[config.mk]
export PLATFORM = sky130hd
export DESIGN_NAME = super_fast_string_hash_flat
export DESIGN_NICKNAME = d
export VERILOG_FILES = /design/src/hdl/sfsh_pkg.sv /design/src/hdl/sfsh_if.sv /design/src/hdl/sfsh_mix.sv /design/src/hdl/sfsh_finish.sv /design/src/hdl/super_fast_string_hash.sv /design/src/flat_wrapper.sv
export SDC_FILE = /design/constraint.sdc
export NUM_CORES = 1
export LEC_CHECK = 0
export BUFFER_PORTS_ARGS = -buffer_cell sky130_fd_sc_hd__buf_2
export CAP_MARGIN = 20
export CORE_MARGIN = 5
export CORE_UTILIZATION = 64
export CTS_CLUSTER_SIZE = 12
export DETAILED_ROUTE_END_ITERATION = 8
export PLACE_DENSITY_LB_ADDON = 0.2
export SLEW_MARGIN = 20
export SYNTH_ARGS = -nofsm -noshare
export SYNTH_HDL_FRONTEND = slang
export SYNTH_SLANG_ARGS = --single-unit
[constraint.sdc]
create_clock -name clock -period 10.73 [get_ports clock]
set_input_delay 0.5365 -clock clock [delete_from_list [all_inputs] [get_ports clock]]
set_output_delay 0.5365 -clock clock [all_outputs]
set_load 0.005 [all_outputs]
[src/hdl/sfsh_pkg.sv]
// Package: shared types, constants and mixing functions of the string hash.
`default_nettype none
package sfsh_pkg;

   localparam int unsigned WORD_W  = 32;
   localparam int unsigned COUNT_W = 3;
   localparam int unsigned HALF_W  = 16;
   localparam int unsigned BYTE_W  = 8;

   localparam logic [COUNT_W-1:0] TAIL_NONE  = 3'd0;
   localparam logic [COUNT_W-1:0] TAIL_ONE   = 3'd1;
   localparam logic [COUNT_W-1:0] TAIL_TWO   = 3'd2;
   localparam logic [COUNT_W-1:0] TAIL_THREE = 3'd3;

   // Last-item hash on its way from the mix stage to the finish stage.
   typedef struct packed {
      logic              valid;
      logic [WORD_W-1:0] hash;
   } tail_type;

   // Widens a single tail byte, as signed or unsigned char.
   function automatic logic [WORD_W-1:0] single_byte(input logic [BYTE_W-1:0] b,
                                                     input logic             sgn);
      return {{(WORD_W-BYTE_W){sgn & b[BYTE_W-1]}}, b};
   endfunction

   // Folds one full four-byte word into the running hash.
   function automatic logic [WORD_W-1:0] mix_word(input logic [WORD_W-1:0] h_in,
                                                  input logic [WORD_W-1:0] w);
      logic [WORD_W-1:0] h;
      logic [WORD_W-1:0] t;
      h = h_in + {{(WORD_W-HALF_W){1'b0}}, w[HALF_W-1:0]};
      t = ({{(WORD_W-HALF_W){1'b0}}, w[WORD_W-1:HALF_W]} << 11) ^ h;
      h = (h << 16) ^ t;
      h = h + (h >> 11);
      return h;
   endfunction

   // Full word, or the tail rule of a last item with 0 to 3 bytes.
   function automatic logic [WORD_W-1:0] mix_item(input logic [WORD_W-1:0]  h_in,
                                                  input logic [WORD_W-1:0]  w,
                                                  input logic [COUNT_W-1:0] n,
                                                  input logic               last,
                                                  input logic               sgn);
      logic [WORD_W-1:0] h;
      h = h_in;
      if (!last) begin
         h = mix_word(h_in, w);
      end else begin
         case (n)
            TAIL_NONE: begin
               h = h_in;
            end
            TAIL_ONE: begin
               h = h + single_byte(w[BYTE_W-1:0], sgn);
               h = h ^ (h << 10);
               h = h + (h >> 1);
            end
            TAIL_TWO: begin
               h = h + {{(WORD_W-HALF_W){1'b0}}, w[HALF_W-1:0]};
               h = h ^ (h << 11);
               h = h + (h >> 17);
            end
            TAIL_THREE: begin
               h = h + {{(WORD_W-HALF_W){1'b0}}, w[HALF_W-1:0]};
               h = h ^ (h << 16);
               h = h ^ (single_byte(w[HALF_W+BYTE_W-1:HALF_W], sgn) << 18);
               h = h + (h >> 11);
            end
            default: begin
               h = mix_word(h_in, w);
            end
         endcase
      end
      return h;
   endfunction

   // Six-step avalanche applied to the hash of a finished string.
   function automatic logic [WORD_W-1:0] finish(input logic [WORD_W-1:0] h_in);
      logic [WORD_W-1:0] h;
      h = h_in;
      h = h ^ (h << 3);
      h = h + (h >> 5);
      h = h ^ (h << 4);
      h = h + (h >> 17);
      h = h ^ (h << 25);
      h = h + (h >> 6);
      return h;
   endfunction

endpackage
`default_nettype wire

[src/hdl/sfsh_if.sv]
// Interfaces: the request and response channels of the string hash.
`default_nettype none
interface sfsh_req_if;
   import sfsh_pkg::*;
   logic               valid;
   logic               ready;
   logic [WORD_W-1:0]  data_word;
   logic [COUNT_W-1:0] byte_count;
   logic               last;

   modport source (output valid, output data_word, output byte_count, output last,
                   input ready);
   modport sink   (input valid, input data_word, input byte_count, input last,
                   output ready);
endinterface

interface sfsh_rsp_if;
   import sfsh_pkg::*;
   logic              valid;
   logic              ready;
   logic [WORD_W-1:0] hash_value;

   modport source (output valid, output hash_value, input ready);
   modport sink   (input valid, input hash_value, output ready);
endinterface
`default_nettype wire

[src/hdl/sfsh_mix.sv]
// Input register and mix stage; owns the running hash.
`default_nettype none
module sfsh_mix (
   input  wire logic         clock,
   input  wire logic         reset,
   input  wire logic         bytes_signed,
   sfsh_req_if.sink          req_chan,
   output sfsh_pkg::tail_type mix_out,
   input  wire logic         fin_ready
);
   import sfsh_pkg::*;

   logic               in_valid_ff, in_valid_in;
   logic [WORD_W-1:0]  in_word_ff, in_word_in;
   logic [COUNT_W-1:0] in_count_ff, in_count_in;
   logic               in_last_ff, in_last_in;
   logic [WORD_W-1:0]  run_hash_ff, run_hash_in;
   logic               tail_valid_ff, tail_valid_in;
   logic [WORD_W-1:0]  tail_hash_ff, tail_hash_in;
   logic [WORD_W-1:0]  mixed;
   logic               tail_ready;
   logic               advance;
   logic               take;

   assign mixed      = mix_item(run_hash_ff, in_word_ff, in_count_ff, in_last_ff, bytes_signed);
   assign tail_ready = !tail_valid_ff || fin_ready;
   // Middle words only touch the running hash; last items need a tail slot.
   assign advance    = in_valid_ff && (!in_last_ff || tail_ready);
   assign req_chan.ready = !in_valid_ff || advance;
   assign take       = req_chan.valid && req_chan.ready;

   always_comb begin
      in_valid_in = in_valid_ff;
      in_word_in  = in_word_ff;
      in_count_in = in_count_ff;
      in_last_in  = in_last_ff;
      if (advance) begin
         in_valid_in = 1'b0;
      end
      if (take) begin
         in_valid_in = 1'b1;
         in_word_in  = req_chan.data_word;
         in_count_in = req_chan.byte_count;
         in_last_in  = req_chan.last;
      end
   end

   always_comb begin
      run_hash_in = run_hash_ff;
      if (advance) begin
         run_hash_in = in_last_ff ? '0 : mixed;
      end
   end

   always_comb begin
      tail_valid_in = tail_valid_ff;
      tail_hash_in  = tail_hash_ff;
      if (tail_ready) begin
         tail_valid_in = in_valid_ff && in_last_ff;
         tail_hash_in  = mixed;
      end
   end

   always_ff @(posedge clock) begin
      if (reset) begin
         in_valid_ff   <= 1'b0;
         run_hash_ff   <= '0;
         tail_valid_ff <= 1'b0;
      end else begin
         in_valid_ff   <= in_valid_in;
         run_hash_ff   <= run_hash_in;
         tail_valid_ff <= tail_valid_in;
      end
      in_word_ff   <= in_word_in;
      in_count_ff  <= in_count_in;
      in_last_ff   <= in_last_in;
      tail_hash_ff <= tail_hash_in;
   end

   assign mix_out.valid = tail_valid_ff;
   assign mix_out.hash  = tail_hash_ff;

endmodule
`default_nettype wire

[src/hdl/sfsh_finish.sv]
// Finish stage: avalanche and the response register.
`default_nettype none
module sfsh_finish (
   input  wire logic          clock,
   input  wire logic          reset,
   input  wire sfsh_pkg::tail_type mix_out,
   output logic               fin_ready,
   sfsh_rsp_if.source         rsp_chan
);
   import sfsh_pkg::*;

   logic              rsp_valid_ff, rsp_valid_in;
   logic [WORD_W-1:0] rsp_hash_ff, rsp_hash_in;

   assign fin_ready = !rsp_valid_ff || rsp_chan.ready;

   always_comb begin
      rsp_valid_in = rsp_valid_ff;
      rsp_hash_in  = rsp_hash_ff;
      if (fin_ready) begin
         rsp_valid_in = mix_out.valid;
         rsp_hash_in  = finish(mix_out.hash);
      end
   end

   always_ff @(posedge clock) begin
      if (reset) begin
         rsp_valid_ff <= 1'b0;
      end else begin
         rsp_valid_ff <= rsp_valid_in;
      end
      rsp_hash_ff <= rsp_hash_in;
   end

   assign rsp_chan.valid      = rsp_valid_ff;
   assign rsp_chan.hash_value = rsp_hash_ff;

endmodule
`default_nettype wire

[src/hdl/super_fast_string_hash.sv]
// Top level of the streaming string hash: config register and the two stages.
// Throughput: one item per cycle, sustained, as long as the response side keeps up.
// The hash of a string appears on the response channel once its last item has
// passed the input register, then the tail register, then the response register.
// Reset clears the running hash and all valid flags and sets bytes_signed to 1;
// no clearing pass is needed, so items are accepted right after reset is released.
`default_nettype none
module super_fast_string_hash (
   input  wire logic clock,
   input  wire logic reset,
   input  wire logic csr_write_enable,
   input  wire logic csr_write_data,
   sfsh_req_if.sink   req_chan,
   sfsh_rsp_if.source rsp_chan
);
   import sfsh_pkg::*;

   // The one configuration bit: whether single tail bytes are taken as signed char.
   logic bytes_signed_ff, bytes_signed_in;

   // The last item's pre-avalanche hash, handed from the mix stage to the finish
   // stage, and the finish stage's ready flag going back.
   tail_type mix_out;
   logic     fin_ready;

   always_comb begin
      bytes_signed_in = bytes_signed_ff;
      if (csr_write_enable) begin
         bytes_signed_in = csr_write_data;
      end
   end

   always_ff @(posedge clock) begin
      if (reset) begin
         bytes_signed_ff <= 1'b1;
      end else begin
         bytes_signed_ff <= bytes_signed_in;
      end
   end

   // The mix stage folds a middle item into the running hash in the cycle after it
   // is registered. Middle items never wait on the response side; only a last
   // item needs room in the tail register, and its departure clears the hash.
   sfsh_mix u_mix (
      .clock        (clock),
      .reset        (reset),
      .bytes_signed (bytes_signed_ff),
      .req_chan     (req_chan),
      .mix_out      (mix_out),
      .fin_ready    (fin_ready)
   );

   // The finish stage runs the avalanche and holds the result until it is taken;
   // while a result waits, the stages behind it accept items until a last item finds the tail register full.
   sfsh_finish u_finish (
      .clock     (clock),
      .reset     (reset),
      .mix_out   (mix_out),
      .fin_ready (fin_ready),
      .rsp_chan  (rsp_chan)
   );

endmodule
`default_nettype wire

[src/flat_wrapper.sv]
// flat-port wrapper written by rule: the top's interface ports become plain ports
module super_fast_string_hash_flat import sfsh_pkg::*;
  (clock, reset, csr_write_enable, csr_write_data, req_chan_valid, req_chan_data_word, req_chan_byte_count, req_chan_last, req_chan_ready, rsp_chan_valid, rsp_chan_hash_value, rsp_chan_ready);
  sfsh_req_if req_chan_i ();
  sfsh_rsp_if rsp_chan_i ();
  input  wire logic clock;
  input  wire logic reset;
  input  wire logic csr_write_enable;
  input  wire logic csr_write_data;
  input wire logic [$bits(req_chan_i.valid)-1:0] req_chan_valid;
  input wire logic [$bits(req_chan_i.data_word)-1:0] req_chan_data_word;
  input wire logic [$bits(req_chan_i.byte_count)-1:0] req_chan_byte_count;
  input wire logic [$bits(req_chan_i.last)-1:0] req_chan_last;
  output wire logic [$bits(req_chan_i.ready)-1:0] req_chan_ready;
  output wire logic [$bits(rsp_chan_i.valid)-1:0] rsp_chan_valid;
  output wire logic [$bits(rsp_chan_i.hash_value)-1:0] rsp_chan_hash_value;
  input wire logic [$bits(rsp_chan_i.ready)-1:0] rsp_chan_ready;
  assign req_chan_i.valid = req_chan_valid;
  assign req_chan_i.data_word = req_chan_data_word;
  assign req_chan_i.byte_count = req_chan_byte_count;
  assign req_chan_i.last = req_chan_last;
  assign req_chan_ready = req_chan_i.ready;
  assign rsp_chan_valid = rsp_chan_i.valid;
  assign rsp_chan_hash_value = rsp_chan_i.hash_value;
  assign rsp_chan_i.ready = rsp_chan_ready;
  super_fast_string_hash u_core (.clock(clock), .reset(reset), .csr_write_enable(csr_write_enable), .csr_write_data(csr_write_data), .req_chan(req_chan_i), .rsp_chan(rsp_chan_i));
endmodule
Yosys cells after proc, flatten, opt, wreduce, memory -nomap -nowiden
Cells that the tools add are included.
{"block": "word_totals", "regBits": 136, "latch_bits": 0, "ram_bits": 0, "mem_bits_ro": 0, "wordCells": 51, "memories": 0}
{"block": "classes", "n_addsub": 9, "mul": 0, "div": 0, "magnitude_cmp": 0, "n_eq_ne": 3, "shift": 0, "mux": 5, "bitwise": 11, "reduce_logical": 13}
{"op": "32-bit XOR", "count": 8}
{"op": "32-bit case mux with 4 select lines", "count": 1}
{"op": "32-bit by 15-bit adder with 32-bit output", "count": 2}
{"op": "32-bit by 21-bit adder with 32-bit output", "count": 2}
{"op": "32-bit 2-to-1 mux", "count": 2}
{"op": "32-bit by 16-bit adder with 32-bit output", "count": 1}
{"op": "32-bit by 26-bit adder with 32-bit output", "count": 1}
{"op": "32-bit by 27-bit adder with 32-bit output", "count": 1}
{"op": "32-bit by 31-bit adder with 32-bit output", "count": 1}
{"op": "32-bit adder", "count": 1}
{"op": "27-bit by 32-bit XOR with 32-bit output", "count": 1}
{"op": "3-bit by 2-bit == test with 1-bit output, second input constant", "count": 2}
{"op": "1-bit zero test", "count": 4}
{"op": "1-bit logical OR", "count": 4}
{"op": "3-bit by 1-bit == test with 1-bit output, second input constant", "count": 1}
{"op": "1-bit logical AND", "count": 3}
{"op": "3-bit zero test", "count": 1}
{"op": "1-bit AND", "count": 2}
{"op": "1-bit 2-to-1 mux", "count": 2}
{"op": "2-bit nonzero test", "count": 1}

Logic depth before layout (Yosys ltp)
{"block": "depth", "ltp_word": 8, "mapped_depth": 36}

By module
Synthesis repeated with hierarchy kept, for this count alone.
{"block": "unflattened", "hier_cells": 2354, "hier_area_um2": 19274.7}
{"mod": "sfsh_mix", "instances": 1, "cells_each": 1558, "area_per_inst_um2": 12876.1, "seq_area_each_um2": 2722.6}
{"mod": "sfsh_finish", "instances": 1, "cells_each": 793, "area_per_inst_um2": 6363.6, "seq_area_each_um2": 980.9}
{"mod": "super_fast_string_hash", "instances": 1, "cells_each": 3, "area_per_inst_um2": 35.0, "seq_area_each_um2": 20.0}

Worst setup path after synthesis
OpenSTA, ideal clock, no wires.
{"block": "synth_timing", "path_kind": "register to register", "startpoint": "register u_core.u_mix.tail_hash_ff[7]", "endpoint": "register u_core.u_finish.rsp_hash_ff[30] (netlist: u_core.u_finish.rsp_chan.hash_value[30]) (data pin)", "setup_time_ns": 0.267, "arrival_time_ns": 7.333, "required_ns": 10.463, "slack_ns": 3.130, "stages_incl_launch_ff": 35, "n_path_buf": 0, "path_cell_list": "edfxtp_1 xor2_1 ha_1 o211ai_1 o211ai_1 and3_1 nor2_1 or4_1 nand4_1 inv_1 ha_1 fa_1 a21o_1 a21oi_1 o21ai_0 inv_1 o21bai_1 a21o_1 xor2_1 ha_1 nor2b_1 o21ai_0 a21boi_0 o21ai_0 a21boi_0 o21ai_0 nand2_1 a41o_1 o41a_1 a21o_1 a221o_1 a31o_1 a211o_1 nand3_1 xnor2_1"}
{"block": "synth_via", "elab_chain_cells": 6}
{"item": "start: declaration", "line_no": "sfsh_mix.sv:19", "rtl": "logic [WORD_W-1:0] tail_hash_ff, tail_hash_in;"}
{"item": "start signal: assignment", "line_no": "sfsh_mix.sv:77", "rtl": "tail_hash_ff <= tail_hash_in;"}
{"item": "32-bit XOR", "line_no": "sfsh_pkg.sv:82", "rtl": "h = h ^ (h << 3);"}
{"item": "32-bit by 27-bit adder with 32-bit output", "line_no": "sfsh_pkg.sv:83", "rtl": "h = h + (h >> 5);"}
{"item": "32-bit XOR", "line_no": "sfsh_pkg.sv:84", "rtl": "h = h ^ (h << 4);"}
{"item": "32-bit by 15-bit adder with 32-bit output", "line_no": "sfsh_pkg.sv:85", "rtl": "h = h + (h >> 17);"}
{"item": "32-bit XOR", "line_no": "sfsh_pkg.sv:86", "rtl": "h = h ^ (h << 25);"}
{"item": "32-bit by 26-bit adder with 32-bit output", "line_no": "sfsh_pkg.sv:87", "rtl": "h = h + (h >> 6);"}
{"item": "end signal: assignment", "line_no": "sfsh_finish.sv:32", "rtl": "rsp_hash_ff <= rsp_hash_in;"}
{"item": "end: declaration", "line_no": "sfsh_finish.sv:13", "rtl": "logic [WORD_W-1:0] rsp_hash_ff, rsp_hash_in;"}
No other way between the ends.
A chain may end at the register's enable or synchronous reset.

Final worst setup path
{"block": "layout_timing", "startpoint": "register u_core.u_mix.tail_hash_ff[8]", "endpoint": "register u_core.u_finish.rsp_hash_ff[28] (netlist: u_core.u_finish.rsp_chan.hash_value[28]) (data pin)"}
The elaborated chain is that of the path after synthesis.

==> reports/qor.txt <==
post-synthesis mux area share = 0.696%
Inserted Clock Buffers = 17
post-CTS setup buffers = 0
fraction of layout cells with a size suffix above 1 = 9.11%
first-pass GRT wire length = 90900 µm
wire per inst = 22.9 µm
post-CTS sizing = 0
pin count of the biggest net entering global routing = 37
Mapped Nets = 2375
CP max stage delay = 530 ps
Synth Area per Inst = 8.44 µm²
most frequent cells in the layout = xnor2_1 (216), ha_1 (194), nor2_1 (182)
Tmin final = 8710 ps
Post-Syn Instances = 2131
CP dominant cell by count = o21ai_0
Synth Area in Simple Gates = 16.9%
Ports = 76
setup_tns = 0 ps
number of synthesized flops with an enable pin = 100
Compound-Gate Fraction of Synth Area = 24.4%
hpwl dp = 47700 µm
status = completed
cell row count = 61
worst hold path type = primary input to flop
commonest non-fill, non-tap cell in the layout = xnor2_1
ys flop type = edfxtp_1
endpoints failing setup = 0
# fillers = 2302
Post-synth ARST share = 0%
GR Util All Layers = 37.1%
die area = 31500 µm²
post-synthesis sequential area ratio = 20.7%
Max Clock Skew = 28.9 ps
net total in the final layout = 2437
deepest clock path buffer count = 2
clock-pin slew on the worst setup and hold paths = 70 ps
TritonRoute pass-1 iters = 6
clock sinks = 136
WS Path Type = flop to flop
WP data arrival = 8900 ps
Slew HR = 24.0%
CP required = 10920 ps
CTS tree = built
Pins Over Slew Limit = 0
Root Driver = clkbuf_16
Crit-path slowest cell = or4_1
DRT antenna net count = 0
Post-Synth Adder-Cell Area = 14.4%
Ys Warns = 0
final number of hold-violating endpoints = 0
routed length on met1 = 22400 µm
synth unique cells = 104
multi-input logic area = 13800 µm²
Post-Route WL = 59200 µm
drt drc = 0
FF/Latch Area = 3720 µm²
Syn-to-layout area delta = 7.98%
core area = 27800 µm²
Initial Util = 64.7%
antenna violations before repair = 3
CP Launch Type = flop
vias in the first global route = 16600
routed vias/inst = 6.63
Top Layer Used = met5
grt total ovfl = 0
largest family of logic cells by synthesized area = compound AO/OA/AOI/OAI gates
die width = 178 µm
IO Port Bufs = 75
CP Capture Type = flop
GPL Wtd Cong = 1.04
max-cap viol count = 0
# H-tree levels = 4
Period Utilization, post-route = 81.2%
Die Height = 178 µm
worst skew pair latency = 450 ps
Via Count = 17100
met3 WL = 4880 µm
RSZ-0062 raised after global routing = no
Post-Syn Area = 18000 µm²
max frequency = 115 MHz
Seq cells post-synth = 136
hold_buf cts = 0
Max FO, Critical Path = 7
routed wl met2 = 27400 µm
XOR/XNOR Fraction of Synth Area = 20.2%
Iter 0 DRT Violations = 1730
Worst Max-Slew Pin Slew = 1130 ps
==> layout make-up <==
| class | instances | area share, % |
|---|---|---|
| Antenna cell | 1 | 0.0129 |
| Clock inverter | 10 | 0.528 |
| Timing Repair Buffer | 96 | 2.75 |
| Sequential cell | 136 | 19.2 |
| Tap cell | 378 | 2.44 |
| Clock buffer | 22 | 2.62 |
| Multi-Input combinational cell | 1867 | 71.0 |
| Inverter | 75 | 1.45 |
==> critical path, delay by kind of cell (launching register included) <==
kind,cells,cell delay [ps]
AND/OR/NAND/NOR,7,1630
flip-flops,1,420
adder cells (fa/ha/maj),4,1500
XOR/XNOR,3,520
buffers and inverters,2,350
AO/OA/AOI/OAI,18,4020
==> synth_stat cells (9+ instances only) <==
| library cell | number | area [µm²] |
|---|---|---|
| xor2_1 | 170 | 1490 |
| and2_1 | 17 | 106 |
| xnor2_1 | 216 | 1890 |
| a21oi_1 | 171 | 856 |
| nor2_1 | 183 | 687 |
| a21o_1 | 83 | 623 |
| a221oi_1 | 17 | 149 |
| o21ai_1 | 11 | 55.1 |
| and3_1 | 27 | 169 |
| nand3_1 | 39 | 195 |
| nand2_1 | 141 | 529 |
| a31oi_1 | 20 | 125 |
| nand4_1 | 17 | 106 |
| edfxtp_1 | 100 | 3000 |
| or3_1 | 12 | 75.1 |
| o21a_1 | 25 | 188 |
| o21ai_0 | 101 | 505 |
| a211oi_1 | 18 | 135 |
| nor3_1 | 52 | 260 |
| o211ai_1 | 16 | 120 |
| o31ai_1 | 9 | 67.6 |
| a22oi_1 | 38 | 285 |
| inv_1 | 74 | 278 |
| or2_2 | 15 | 93.8 |
| nand2b_1 | 21 | 131 |
| nor2b_1 | 26 | 163 |
| dfxtp_1 | 36 | 721 |
| a31o_2 | 12 | 105 |
| o21bai_1 | 31 | 233 |
| a211o_1 | 11 | 96.3 |
| clkbuf_1 | 47 | 176 |
| ha_1 | 194 | 2430 |
==> layer usage <==
layer  vias up  track usage, %
met5         -               0
met4         4            24.5
met3       245            7.52
met2       898            62.6
met1      8017            42.5
li1       7966               -
==> worst paths after layout <==
kind                                                  from                                           endpoint  slack (ps)  depth (start not counted)
hold reg to reg   u_core.u_mix.run_hash_ff[0]$_SDFFE_PP0P_           u_core.u_mix.run_hash_ff[0]$_SDFFE_PP0P_         500                          2
setup / recovery    u_core.u_mix.tail_hash_ff[8]$_DFFE_PP_  u_core.u_finish.rsp_chan.hash_value[28]$_DFFE_PP_        2020                         34
setup reg to reg    u_core.u_mix.tail_hash_ff[8]$_DFFE_PP_  u_core.u_finish.rsp_chan.hash_value[28]$_DFFE_PP_        2020                         34
hold / removal                       req_chan_data_word[7]               u_core.u_mix.in_word_ff[7]$_DFFE_PP_         270                          1
==> per-stage QoR <==
stage                     hold WS, ps  worst slack [ps]  std cells  cell area [µm²]  util, %
after floorplan                   449              3130       2131            18000        -
after global placement            458              2390       2552            18800     67.7
after detailed placement          478              2160       2552            18800     67.7
after CTS                         265              2140       2584            19400     69.9
after global routing              266              1420       2584            19400     69.9
final                             266              2020       2585            19400     69.9
==> cells by family (layout without fill, tap and decap cells) <==
group,after synthesis,after routing
compound gates,647,647
other cells,0,1
flops,136,136
fa+ha+maj,202,202
simple gates,608,608
mux,12,12
xor+xnor,398,398
buf+inv,128,203
==> registers in the layout, indices dropped and copies added (netlist names) <==
name and count:
u_core.bytes_signed_ff 1, u_core.u_mix.run_hash_ff 32, u_core.u_mix.in_count_ff 3, u_core.u_finish.rsp_chan.hash_value 32, u_core.u_mix.in_valid_ff 1, u_core.u_finish.rsp_chan.valid 1, u_core.u_mix.in_word_ff 32, u_core.u_mix.tail_hash_ff 32
u_core.u_mix.tail_valid_ff 1, u_core.u_mix.in_last_ff 1
Power is left out: the tool's default activity adds up to more than one toggle a clock period on the data nets, which glitch-free logic cannot reach.
